## config.mk

```make
export PLATFORM = sky130hd
export DESIGN_NAME = baud_prescaler_search_top
export DESIGN_NICKNAME = d
export VERILOG_FILES = /design/src/rtl/bps_pkg.sv /design/src/rtl/bps_divider.sv /design/src/rtl/baud_prescaler_search_top.sv
export SDC_FILE = /design/constraint.sdc
export NUM_CORES = 1
export LEC_CHECK = 0
export ABC_AREA = 1
export BUFFER_PORTS_ARGS = -buffer_cell sky130_fd_sc_hd__buf_2
export CAP_MARGIN = 5
export CORE_ASPECT_RATIO = 1.1
export CORE_MARGIN = 3
export CORE_UTILIZATION = 55
export DETAILED_ROUTE_END_ITERATION = 12
export GPL_TIMING_DRIVEN = 0
export PLACE_DENSITY = 0.82
export SYNTH_ARGS = -nofsm -noshare
export SYNTH_HDL_FRONTEND = slang
export SYNTH_HIERARCHICAL = 1
export SYNTH_SLANG_ARGS = --single-unit
export TNS_END_PERCENT = 20
```

## constraint.sdc

```tcl
create_clock -name clk_i -period 7.6 [get_ports clk_i]
set_clock_uncertainty 0.1 [all_clocks]
set_input_delay 1.14 -clock clk_i [delete_from_list [all_inputs] [get_ports clk_i]]
set_output_delay 1.14 -clock clk_i [all_outputs]
set_load 0.02 [all_outputs]
```

## src/rtl/bps_pkg.sv

```systemverilog
// ---------------------------------------------------------------------------
// bps_pkg
// Shared types and constants for the baud prescaler search block.
// ---------------------------------------------------------------------------
`timescale 1ns / 1ps
`default_nettype none

package bps_pkg;

  localparam int unsigned DATA_W     = 32;
  localparam int unsigned CODE_W     = 3;
  localparam int unsigned DIV_CNT_W  = $clog2(DATA_W);
  localparam logic [DATA_W-1:0] BUS_CLOCK_RST = 32'd25000000;

  typedef enum logic [3:0] {
    ST_IDLE = 4'b0001,
    ST_DIV  = 4'b0010,
    ST_SCAN = 4'b0100,
    ST_DONE = 4'b1000
  } bps_state_e;

  // Divider response: quotient valid when done is high, held until the next start
  typedef struct packed {
    logic              done;
    logic [DATA_W-1:0] quotient;
  } bps_div_rsp_t;

endpackage

`default_nettype wire

```

## src/rtl/bps_divider.sv

```systemverilog
// ---------------------------------------------------------------------------
// bps_divider
// Restoring divider, one quotient bit per cycle, for a narrow divisor.
// ---------------------------------------------------------------------------
`timescale 1ns / 1ps
`default_nettype none

module bps_divider
  import bps_pkg::*;
#(
  parameter int unsigned DIVISOR_W = 4
) (
  input  wire logic                 clk_i,
  input  wire logic                 rst_ni,
  input  wire logic                 start_i,
  input  wire logic [DATA_W-1:0]    dividend_i,
  input  wire logic [DIVISOR_W-1:0] divisor_i,
  output bps_div_rsp_t              rsp_o
);

  localparam int unsigned REM_W = DIVISOR_W + 1;

  logic                 run_q, run_d;
  logic                 done_q, done_d;
  logic [DIV_CNT_W-1:0] cnt_q, cnt_d;
  logic [DATA_W-1:0]    quo_q, quo_d;
  logic [REM_W-1:0]     rem_q, rem_d;
  logic [DIVISOR_W-1:0] dvs_q, dvs_d;
  logic [REM_W-1:0]     rem_shift;
  logic                 fits;

  assign rem_shift = {rem_q[REM_W-2:0], quo_q[DATA_W-1]};
  assign fits      = rem_shift >= REM_W'(dvs_q);

  always_comb begin
    run_d  = run_q;
    done_d = 1'b0;
    cnt_d  = cnt_q;
    quo_d  = quo_q;
    rem_d  = rem_q;
    dvs_d  = dvs_q;
    if (start_i) begin
      run_d = 1'b1;
      cnt_d = '0;
      quo_d = dividend_i;
      rem_d = '0;
      dvs_d = divisor_i;
    end else if (run_q) begin
      quo_d = {quo_q[DATA_W-2:0], fits};
      rem_d = fits ? (rem_shift - REM_W'(dvs_q)) : rem_shift;
      cnt_d = cnt_q + 1'b1;
      if (cnt_q == DIV_CNT_W'(DATA_W - 1)) begin
        run_d  = 1'b0;
        done_d = 1'b1;
      end
    end
  end

  always_ff @(posedge clk_i or negedge rst_ni) begin
    if (!rst_ni) begin
      run_q  <= 1'b0;
      done_q <= 1'b0;
      cnt_q  <= '0;
    end else begin
      run_q  <= run_d;
      done_q <= done_d;
      cnt_q  <= cnt_d;
    end
  end

  always_ff @(posedge clk_i) begin
    quo_q <= quo_d;
    rem_q <= rem_d;
    dvs_q <= dvs_d;
  end

  assign rsp_o.done     = done_q;
  assign rsp_o.quotient = quo_q;

endmodule

`default_nettype wire

```

## src/rtl/baud_prescaler_search_top.sv

```systemverilog
// ---------------------------------------------------------------------------
// baud_prescaler_search_top
// Finds the prescaler / power-of-two pair whose serial rate is closest to
// the requested rate for the configured bus clock.
// ---------------------------------------------------------------------------
// Channel   Direction  Signals                                 Transfer
// request   in         start_i, target_rate_i, busy_o          start_i & !busy_o
// result    out        done_o, linear_prescale_o,              done_o (one cycle)
//                      power_select_o, rate_error_o
// config    in         cfg_we_i, cfg_data_i                    cfg_we_i
//
// Per linear prescaler code: a start pulse to the divider, a bit-serial
// division of the bus clock by the code plus one, loading of the quotient,
// then a scan over the POWER_MAX+1 power codes; an exact match ends the
// search earlier.
// Reset loads bus_clock_q with 25 MHz and returns the sequencer to idle.
// The result strobe cannot be stalled; busy_o is low again the cycle after.
// ---------------------------------------------------------------------------
`timescale 1ns / 1ps
`default_nettype none

module baud_prescaler_search_top
  import bps_pkg::*;
#(
  parameter int unsigned LINEAR_MAX = 7,
  parameter int unsigned POWER_MAX  = 7
) (
  input  wire logic              clk_i,
  input  wire logic              rst_ni,
  input  wire logic              cfg_we_i,
  input  wire logic [DATA_W-1:0] cfg_data_i,
  input  wire logic              start_i,
  input  wire logic [DATA_W-1:0] target_rate_i,
  output logic                   busy_o,
  output logic                   done_o,
  output logic [CODE_W-1:0]      linear_prescale_o,
  output logic [CODE_W-1:0]      power_select_o,
  output logic [DATA_W-1:0]      rate_error_o
);

  localparam int unsigned LPW   = $clog2(LINEAR_MAX + 1);
  localparam int unsigned SPW   = $clog2(POWER_MAX + 1);
  localparam int unsigned DVS_W = $clog2(LINEAR_MAX + 2);

  bps_state_e        state_q, state_d;
  logic [DATA_W-1:0] bus_clock_q;
  logic [DATA_W-1:0] target_q, target_d;
  logic [LPW-1:0]    p_q, p_d;
  logic [SPW-1:0]    s_q, s_d;
  logic [DATA_W-1:0] rate_q, rate_d;
  logic [DATA_W-1:0] best_err_q, best_err_d;
  logic [LPW-1:0]    best_p_q, best_p_d;
  logic [SPW-1:0]    best_s_q, best_s_d;
  logic              first_q, first_d;
  logic              div_start_q, div_start_d;
  logic [DATA_W-1:0] err;
  logic [LPW+CODE_W-1:0] p_ext;
  logic [SPW+CODE_W-1:0] s_ext;
  bps_div_rsp_t      div_rsp;

  bps_divider #(
    .DIVISOR_W(DVS_W)
  ) u_div (
    .clk_i     (clk_i),
    .rst_ni    (rst_ni),
    .start_i   (div_start_q),
    .dividend_i(bus_clock_q),
    .divisor_i (DVS_W'(p_q) + DVS_W'(1)),
    .rsp_o     (div_rsp)
  );

  assign err = (rate_q >= target_q) ? (rate_q - target_q) : (target_q - rate_q);

  always_comb begin
    state_d     = state_q;
    target_d    = target_q;
    p_d         = p_q;
    s_d         = s_q;
    rate_d      = rate_q;
    best_err_d  = best_err_q;
    best_p_d    = best_p_q;
    best_s_d    = best_s_q;
    first_d     = first_q;
    div_start_d = 1'b0;
    unique case (state_q)
      ST_IDLE: begin
        if (start_i) begin
          target_d    = target_rate_i;
          p_d         = '0;
          first_d     = 1'b1;
          div_start_d = 1'b1;
          state_d     = ST_DIV;
        end
      end
      ST_DIV: begin
        if (div_rsp.done) begin
          // bus / ((p+1) * 2^(s+1)) == (bus / (p+1)) >> (s+1)
          rate_d  = div_rsp.quotient >> 1;
          s_d     = '0;
          state_d = ST_SCAN;
        end
      end
      ST_SCAN: begin
        if (first_q || (err < best_err_q)) begin
          best_err_d = err;
          best_p_d   = p_q;
          best_s_d   = s_q;
        end
        first_d = 1'b0;
        rate_d  = rate_q >> 1;
        s_d     = s_q + 1'b1;
        priority if (err == '0) begin
          state_d = ST_DONE;
        end else if (s_q == SPW'(POWER_MAX)) begin
          if (p_q == LPW'(LINEAR_MAX)) begin
            state_d = ST_DONE;
          end else begin
            p_d         = p_q + 1'b1;
            div_start_d = 1'b1;
            state_d     = ST_DIV;
          end
        end else begin
          state_d = ST_SCAN;
        end
      end
      ST_DONE: begin
        state_d = ST_IDLE;
      end
      default: begin
        state_d = ST_IDLE;
      end
    endcase
  end

  always_ff @(posedge clk_i or negedge rst_ni) begin
    if (!rst_ni) begin
      state_q     <= ST_IDLE;
      bus_clock_q <= BUS_CLOCK_RST;
      first_q     <= 1'b1;
      div_start_q <= 1'b0;
    end else begin
      state_q     <= state_d;
      first_q     <= first_d;
      div_start_q <= div_start_d;
      if (cfg_we_i) begin
        bus_clock_q <= cfg_data_i;
      end
    end
  end

  always_ff @(posedge clk_i) begin
    target_q   <= target_d;
    p_q        <= p_d;
    s_q        <= s_d;
    rate_q     <= rate_d;
    best_err_q <= best_err_d;
    best_p_q   <= best_p_d;
    best_s_q   <= best_s_d;
  end

  assign p_ext = (LPW + CODE_W)'(best_p_q);
  assign s_ext = (SPW + CODE_W)'(best_s_q);

  assign busy_o            = (state_q != ST_IDLE);
  assign done_o            = (state_q == ST_DONE);
  assign linear_prescale_o = p_ext[CODE_W-1:0];
  assign power_select_o    = s_ext[CODE_W-1:0];
  assign rate_error_o      = best_err_q;

endmodule

`default_nettype wire

```

; Word level (Yosys, flattened, before mapping)
; Cells that the tools add are included.
[word_totals]
reg_bits = 193
latch_bits = 0
mem_bits_rw = 0
mem_bits_ro = 0
output_inout_bits = 40
wordCells = 85
memories = 0
[classes]
addsub = 7
multipliers = 0
div = 0
order_cmp = 3
eq_ne = 13
n_shift = 0
mux = 34
bitwise_logic = 0
n_reduce_logical = 11
[ops]
columns = cell, n
row1 = 32-bit 2-to-1 mux, 4
row2 = 32-bit case mux with 2 select lines, 1
row3 = 32-bit subtractor, 2
row4 = 32-bit greater-or-equal comparator, 1
row5 = 32-bit zero test, 1
row6 = 32-bit < comparator, 1
row7 = 4-bit 2-to-1 mux, 6
row8 = 3-bit 2-to-1 mux, 5
row9 = 3-bit case mux with 2 select lines, 2
row10 = 4-bit case mux with 3 select lines, 1
row11 = 1-bit 2-to-1 mux, 11
row12 = 5-bit 2-to-1 mux, 2
row13 = 2-bit AND reduction, 5
row14 = "2-bit != test, second input constant", 4
row15 = "3-bit by 1-bit adder with 3-bit output, second input constant", 2
row16 = "3-bit == test, second input constant", 2
row17 = 2-bit nonzero test, 3
row18 = "5-bit by 1-bit adder with 5-bit output, second input constant", 1
row19 = "5-bit == test, second input constant", 1
row20 = 5-bit by 4-bit greater-or-equal comparator with 1-bit output, 1
row21 = 5-bit AND reduction, 1
row22 = "3-bit by 1-bit adder with 4-bit output, second input constant", 1
row23 = "4-bit by 1-bit == test with 1-bit output, second input constant", 1
row24 = "4-bit by 2-bit == test with 1-bit output, second input constant", 1
row25 = other kinds (7), 8

; Logic depth before layout (Yosys ltp)
; Gate-level depths: netlist of the first run.
[logic_depth]
ltp_word = 5
mapped_depth = 29
depth_no_buf = 28

; Hierarchy
; The synthesis of the first run kept the hierarchy.
[modules_own_cells]
columns = module, instances, cells_each, area_each_um2
row1 = baud_prescaler_search_top, 1, 1473, 10944.2
row2 = bps_divider, 1, 224, 2160.8

; Worst setup path after synthesis of the first run
; No wires, ideal clock.
[synth_path]
kind = register -> register
start = reg rate_q[0]
end = reg best_p_q[0], in the netlist linear_prescale_o[0] (enable)
setup_ns = 0.446
arrival_ns = 5.250
setup_slack_ns = 1.804
path_stages_with_launch = 28
n_path_buf = 2
period_less_slack_ns = 5.796
cell_sequence = edfxtp_1 inv_1 ha_1 inv_1 fa_1 nand3_1 nand3_1 nand2_1 nand2_1 nand2_1 nand3_2 nand2_2 nand2_4 inv_2 buf_6 buf_6 nand2_1 nand2_1 inv_1 ha_1 nand2_1 nor2_1 a211oi_1 nor2_1 or4_1 a21oi_1 nand2_1 a21oi_1
[synth_via]
elab_chain_len = 5
[synth_rtl]
columns = item, line_no
row1 = start: declaration, baud_prescaler_search_top.sv:50  ; logic [DATA_W-1:0] rate_q, rate_d;
row2 = start signal: assignment, baud_prescaler_search_top.sv:155  ; rate_q <= rate_d;
row3 = 32-bit subtractor or 32-bit greater-or-equal comparator (tied branches), baud_prescaler_search_top.sv:72  ; assign err = (rate_q >= target_q) ? (rate_q - target_q) : (target_q - rate_q);
row4 = 32-bit 2-to-1 mux (*), baud_prescaler_search_top.sv:72
row5 = named net err[27], baud_prescaler_search_top.sv:56  ; logic [DATA_W-1:0] err;
row6 = 32-bit < comparator (*), baud_prescaler_search_top.sv:104  ; if (first_q || (err < best_err_q)) begin
row7 = 1-bit logical OR (*), baud_prescaler_search_top.sv:104
row8 = 2-bit AND reduction (no source line) (*), --
row9 = end signal: assignment, baud_prescaler_search_top.sv:157  ; best_p_q <= best_p_d;
row10 = end: declaration, baud_prescaler_search_top.sv:52  ; logic [LPW-1:0] best_p_q, best_p_d;
; Mark *: on every way through the listed nets, which the timed path passes. The rest lies on a longest branch.
; A chain may end at the register's enable or synchronous reset.

; Final worst setup path of the first run
[layout_path]
start = reg rate_q[0]
end = reg best_err_q[12], in the netlist rate_error_o[12] (enable)
[layout_via]
elab_chain_len = 5
[layout_rtl]
columns = item, line_no
row1 = 32-bit subtractor or 32-bit greater-or-equal comparator (tied branches), baud_prescaler_search_top.sv:72
row2 = 32-bit 2-to-1 mux (*), baud_prescaler_search_top.sv:72
row3 = named net err[26], baud_prescaler_search_top.sv:56
row4 = 32-bit < comparator (*), baud_prescaler_search_top.sv:104
row5 = 1-bit logical OR (*), baud_prescaler_search_top.sv:104
row6 = 2-bit AND reduction (no source line) (*), --
row7 = end signal: assignment, baud_prescaler_search_top.sv:156  ; best_err_q <= best_err_d;
row8 = end: declaration, baud_prescaler_search_top.sv:51  ; logic [DATA_W-1:0] best_err_q, best_err_d;
; Marked as above.

==> summary.md, run 1 <==
| Metric | Value |
|---|---|
| Fin worst setup slack | 2.421 ns |
| Setup Viol. Count Final | 0 |
| Core box area | 23150 um2 |
| Leak | 7.698 nW |
| Post-Route WL | 31.89 mm |
| Initial core utilization | 56.61% |
| RSZ-0062 raised after global routing | false |
| Number of max-cap violations | 0 |
| Final max-slew violation count | 0 |
| Clk buf depth | 2 |
| Die height | 167.9 um |
| Via count of the routed design | 10930 |
| Power, Total | 4.720 mW |
| Synth area leaders | edfxtp_1, nand2_1, ha_1 |
| Clock period minus worst slack | 5.179 ns |
| Share of cells above drive strength 1 | 13.82% |
| WP buf/inv | 7 |
| # DRC | 0 |
| # Post-CTS Setup Buffers | 0 |
| Max VDD drop | 0.1978 mV |
| CTS tree | done |
| Commonest cells after routing, fill and taps aside | nand2_1, inv_1, edfxtp_1 |
| Nets@finish | 1998 |
| Max H-tree Level | 4 |
| Total track usage | 25.25% |
| Final critical-path share of the clock period | 68.15% |
| Clk_lat worst skew | 0.44 ns |
| Worst slew margin | 32.79% |
| DPL Wire Length | 25.92 mm |
| Wire length on met1 | 14.15 mm |
| Placed cell count | 2106 |
| ANT nets after route | 0 |
| Pre-Repair DR Iteration Count | 5 |
| Post-synthesis sequential area ratio | 42.10% |
| DR iter-0 viols | 636 |
| CP required | 7.63 ns |
| Die X | 153.2 um |
| Post-Syn Instances | 1697 |
| Synth-to-layout area growth | 12.23% |
| Metal3 WL | 1.559 mm |
| Pre-CTS WS | 2.444 ns |
| First-pass GRT wire length | 52.54 mm |
| # clock sinks | 192 |
| Root Buffer | clkbuf_16 |
| Power per standard cell area | 320.9 nW/um2 |
| Worst setup SP type | flop |
| Worst setup EP type | flop |
| Non-Filler Instances | 2138 |
| Met2 Routed Length | 15.42 mm |
| RePlAce Congestion | 0.9423 |
| Cell row count | 58 |
| Most frequent cell on the critical path | nand2_1 |
| Multi-input gate area | 6292 um2 |
| Clock transition at path regs | 0.08 ns |
| I/O Buffers | 106 |
| Post-DR vias/cell | 5.112 |
| Filler cells | 2040 |
| Setup TNS | 0 ns |
| Max incr delay on CP | 0.48 ns |
| Most area-hungry cell type in the Yosys netlist | edfxtp_1 |
| Critical Path AT | 5.21 ns |
| Synth Register Bits | 192 |
| Routed length per instance | 14.92 um |
| CP delay by family, top | simple AND/OR/NAND/NOR gates |
| Most common cell after layout, fill and taps aside | nand2_1 |
| Top sig layer | met4 |
| Slowest CP cell | or4_1 |
| # resized after CTS | 0 |
| Top cell type's share of synthesized area | 32.77% |
| Synthesized area | 13110 um2 |
| Design area | 14710 um2 |
| Ant. Diodes | 0 |
| Final Hold Viols | 0 |
| Instance area at placement | 14110 um2 |
| Via count of the first global-routing pass | 10746 |
| Fmax | 193.1 MHz |
| HP Class | reg -> reg |
| Hold_buf cts | 0 |
| Syn_nets | 1870 |
| Netlist cell types | 48 |
| Initial antenna violation count | 0 |
| Grt ovf | 0 |
| Yosys warnings | 6 |
| Worst slew pin tran | 1.008 ns |
| Mapped Avg Cell Area | 7.722 um2 |
| Total CTS buffers | 17 |
| CP Class | reg -> reg |
| Register area | 5518 um2 |
| Die footprint | 25720 um2 |
| I/O pin cnt | 108 |
| Crit Path Max Fanout | 32 |
| Status | finished, final reports clean |
| Pin count of the biggest net entering global routing | 46 |
[cell families after synthesis]
group	synth area share [%]
AND/OR/NAND/NOR	26.87
AO/OA/AOI/OAI	6.101
adder cells (fa/ha/maj)	10.20
multiplexers	2.750
flip-flops	42.10
buffers and inverters	10.11
XOR/XNOR	1.871
[synth_stat cells, drive strengths merged]
cell	instances
a211oi	4
a21boi	1
a21o	2
a21oi	72
a22o	1
a31oi	1
and2	1
buf	20
clkbuf	8
clkinv	1
dfrtp	31
dfstp	14
dfxtp	4
edfxtp	143
fa	3
ha	102
inv	313
mux2	32
nand2	636
nand3	67
nand3b	3
nand4	18
nor2	108
nor3	12
nor4	2
o211ai	1
o21a	4
o21ai	51
o21bai	7
o221a	1
or2	4
or3	1
or4	1
xnor2	2
xor2	26
[stage by stage]
step	util, %	hold slack [ns]
2_1_floorplan	-	0.3279
3_3_place_gp	60.52	0.3380
3_5_place_dp	60.94	0.3426
4_1_cts	63.53	0.3473
5_1_grt	63.53	0.3629
6_report	63.53	0.3449
[power by group]
| group | internal, mW | switching, mW | total (mW) |
|---|---|---|---|
| Combinational | 0.749 | 1.45 | 2.20 |
| Sequential | 1.49 | 0.131 | 1.62 |
| Clock | 0.460 | 0.442 | 0.902 |
[metal layers]
layer  up-vias  track usage, %
met3        44           2.828
met2       310           43.89
met5         -               0
li1       5583               -
met4         0           7.555
met1      4993           33.46
[path summary, 6_finish.rpt]
path / startpoint / endpoint / slack, ns / depth (start not counted)
hold reg to reg: s_q[1] / power_select_o[1] / 0.34 / 0
min in group asynchronous: rst_ni / bus_clock_q[5] / 0.75 / 1
max in group asynchronous: rst_ni / state_q[3] / 6.00 / 1
setup / recovery: rate_q[0] / rate_error_o[12] / 2.42 / 28
hold / removal: s_q[1] / power_select_o[1] / 0.34 / 0
setup reg to reg: rate_q[0] / rate_error_o[12] / 2.42 / 28
[state kept, by name, indices dropped and copies added, names as in the netlist, 3 cells and up]
| signal | cells |
|---|---|
| u_div/cnt_q | 5 |
| state_q | 4 |
| target_q | 32 |
| rate_q | 31 |
| p_q | 3 |
| linear_prescale_o | 3 |
| u_div/dvs_q | 4 |
| u_div/rem_q | 4 |
| power_select_o | 3 |
| bus_clock_q | 32 |
| s_q | 3 |
| rate_error_o | 32 |
| u_div/quo_q | 32 |
[layout make-up]
| cell class | count | share of cell area [%] |
|---|---|---|
| buffer | 28 | 0.9953 |
| clock buffer | 19 | 3.088 |
| clock inverter | 13 | 0.9868 |
| inverter | 314 | 8.014 |
| multi-input combinational | 1163 | 42.78 |
| sequential | 192 | 37.52 |
| tap | 300 | 2.552 |
| timing repair buffer | 109 | 4.066 |
(Power assumes the default switching activity.)
==> run 2, diff against run 1 <==
Clock period 7.6 ns to 5.3 ns, I/O delays scaled along.
==> run 2 against run 1 <==
- worst setup slack lost 2.1 ns
- first-iteration DRC count rose by 25%
- global-route usage shrank 0.60 points
- total power increased by 45%
- sequential share of layout area decreased by 0.30 points
- routed wire length rose by 0.43%
- flip-flop and latch count unchanged
- cell count rose by 0.47%
- via count is 1.5% higher
- maximum frequency is 4.9% higher
- critical endpoint is now linear_prescale_o[0]
- highest routed layer unchanged
==> summary.md, run 2 (synthesized netlist as in run 1, its figures left out) <==
| Metric | Value |
|---|---|
| Pre-CTS WS | 0.2144 ns |
| Fin worst setup slack | 0.3633 ns |
| CTS tree | done |
| Pre-Repair DR Iteration Count | 5 |
| Crit Path Max Fanout | 10 |
| # clock sinks | 192 |
| Sw Share | 42.82% |
| Leak | 7.771 nW |
| Final core utilization | 64.05% |
| CP required | 5.36 ns |
| Root Buffer | clkbuf_16 |
| Setup Viol. Count Final | 0 |
| DR iter-0 viols | 795 |
| Worst setup SP type | flop |
| CP delay by family, top | simple AND/OR/NAND/NOR gates |
| Final critical-path share of the clock period | 93.15% |
| Die height | 167.9 um |
| RePlAce Congestion | 0.9718 |
| Clk_lat worst skew | 0.44 ns |
| Critical Path AT | 5.00 ns |
| Fmax | 202.6 MHz |
| Commonest cells after routing, fill and taps aside | nand2_1, inv_1, edfxtp_1 |
| HP Class | reg -> reg |
| CP Class | reg -> reg |
| Sw Pwr | 2.936 mW |
| ANT nets after route | 0 |
| Worst slew pin tran | 1.001 ns |
| Clock period minus worst slack | 4.937 ns |
| RSZ-0062 raised after global routing | false |
| Post-DR vias/cell | 5.167 |
| Final max-slew violation count | 0 |
| Cell row count | 58 |
| Synth-to-layout area growth | 13.14% |
| Setup TNS | 0 ns |
| Die footprint | 25720 um2 |
| Share of cells above drive strength 1 | 14.39% |
| WP buf/inv | 9 |
| Power, Total | 6.856 mW |
| Die X | 153.2 um |
| Max VDD drop | 0.2372 mV |
| I/O pin cnt | 108 |
| # DRC | 0 |
| Routed length per instance | 14.91 um |
| Via count of the first global-routing pass | 10791 |
| First-pass GRT wire length | 51.66 mm |
| Total track usage | 24.65% |
| Power per standard cell area | 462.4 nW/um2 |
| Gate power share | 46.2% |
| Register share of total power | 33.9% |
| Initial antenna violation count | 0 |
| Share of power burned in the clock network | 19.8% |
| Core box area | 23150 um2 |
| I/O Buffers | 106 |
| Hold_buf cts | 0 |
| Initial core utilization | 56.61% |
| Final Hold Viols | 0 |
| Grt ovf | 0 |
| Ant. Diodes | 0 |
| Status | finished, final reports clean |
| Total CTS buffers | 17 |
| Most frequent cell on the critical path | nand2_1 |
| Clock transition at path regs | 0.08 ns |
| Number of max-cap violations | 0 |
| Post-Route WL | 32.03 mm |
| Max incr delay on CP | 0.46 ns |
| Worst setup EP type | flop |
| Nets@finish | 2008 |
| Slowest CP cell | or4_1 |
| Max H-tree Level | 4 |
| Worst slew margin | 33.26% |
| Internal Power | 3.920 mW |
| Most common cell after layout, fill and taps aside | nand2_1 |
| Via count of the routed design | 11098 |
| Clk buf depth | 2 |
| Pin count of the biggest net entering global routing | 46 |
| DPL Wire Length | 25.28 mm |
[run 2: cell types whose count changed in the layout (fill, tap and decap cells not counted)]
cell       change
buf_12         +1
fa_2           +1
clkinv_4       -4
inv_6          +2
clkbuf_1       -1
inv_8          +1
buf_16         -1
clkbuf_16      +2
clkinv_8       +1
buf_4          +9
fa_1           -1
[run 2: final cells by class]
class,count,area [um2]
clock inverters,13,155.1
inverters,314,1179
flip-flops and latches,192,5518
clock buffers,19,475.5
plain buffers,28,146.4
repair buffers,119,683.2
multi-input cells,1163,6295
fillers,1944,8323
well taps,300,375.4
[run 2: power groups by stage]
stage / registers (mW) / logic, mW / clock network [mW]
5_1_grt: 2.37 / 3.59 / 1.44
2_1_floorplan: 2.33 / 2.26 / 0
6_report: 2.33 / 3.17 / 1.36
3_5_place_dp: 2.35 / 3.07 / 0
4_1_cts: 2.33 / 3.11 / 1.38
3_3_place_gp: 2.34 / 2.92 / 0
[run 2: worst paths after layout]
kind	to	slack, ns	from	depth (start not counted)
setup reg to reg	linear_prescale_o[0]	0.36	rate_q[0]	30
min in group asynchronous	bus_clock_q[0]	0.42	rst_ni	1
hold / removal	u_div/rem_q[3]	0.36	u_div/rem_q[3]	2
setup / recovery	linear_prescale_o[0]	0.36	rate_q[0]	30
max in group asynchronous	bus_clock_q[1]	4.06	rst_ni	1
hold reg to reg	u_div/rem_q[3]	0.36	u_div/rem_q[3]	2
[run 2: routing by layer]
metal	GRT usage (%)	wire length, um	vias to the layer above
met4	8.485	905	0
met1	32.37	14090	5077
li1	-	-	5608
met3	3.522	1719	63
met2	42.05	15310	350
met5	0	0	-
[run 2: repair_timing]
| item | 4_1_cts | 5_1_grt |
|---|---|---|
| buffers inserted | 0 | 9 |
| resized for setup | 0 | 1 |
| setup endpoints to repair | 0 | 32 |
[run 2: tightest hold or removal path, stage by stage (launching register included)]
cell     delay (ns)
dfxtp_1        0.32
nand2_1        0.06
nand2_1        0.05
[run 2: through the flow]
step                      instances  cell area (um2)  hold slack [ns]
final                          2148            14830           0.3610
after global routing           2148            14830           0.3824
after CTS                      2138            14730           0.3597
after detailed placement       2106            14100           0.3468
after global placement         2103            14010           0.3390
after floorplan                1697            13110           0.3279
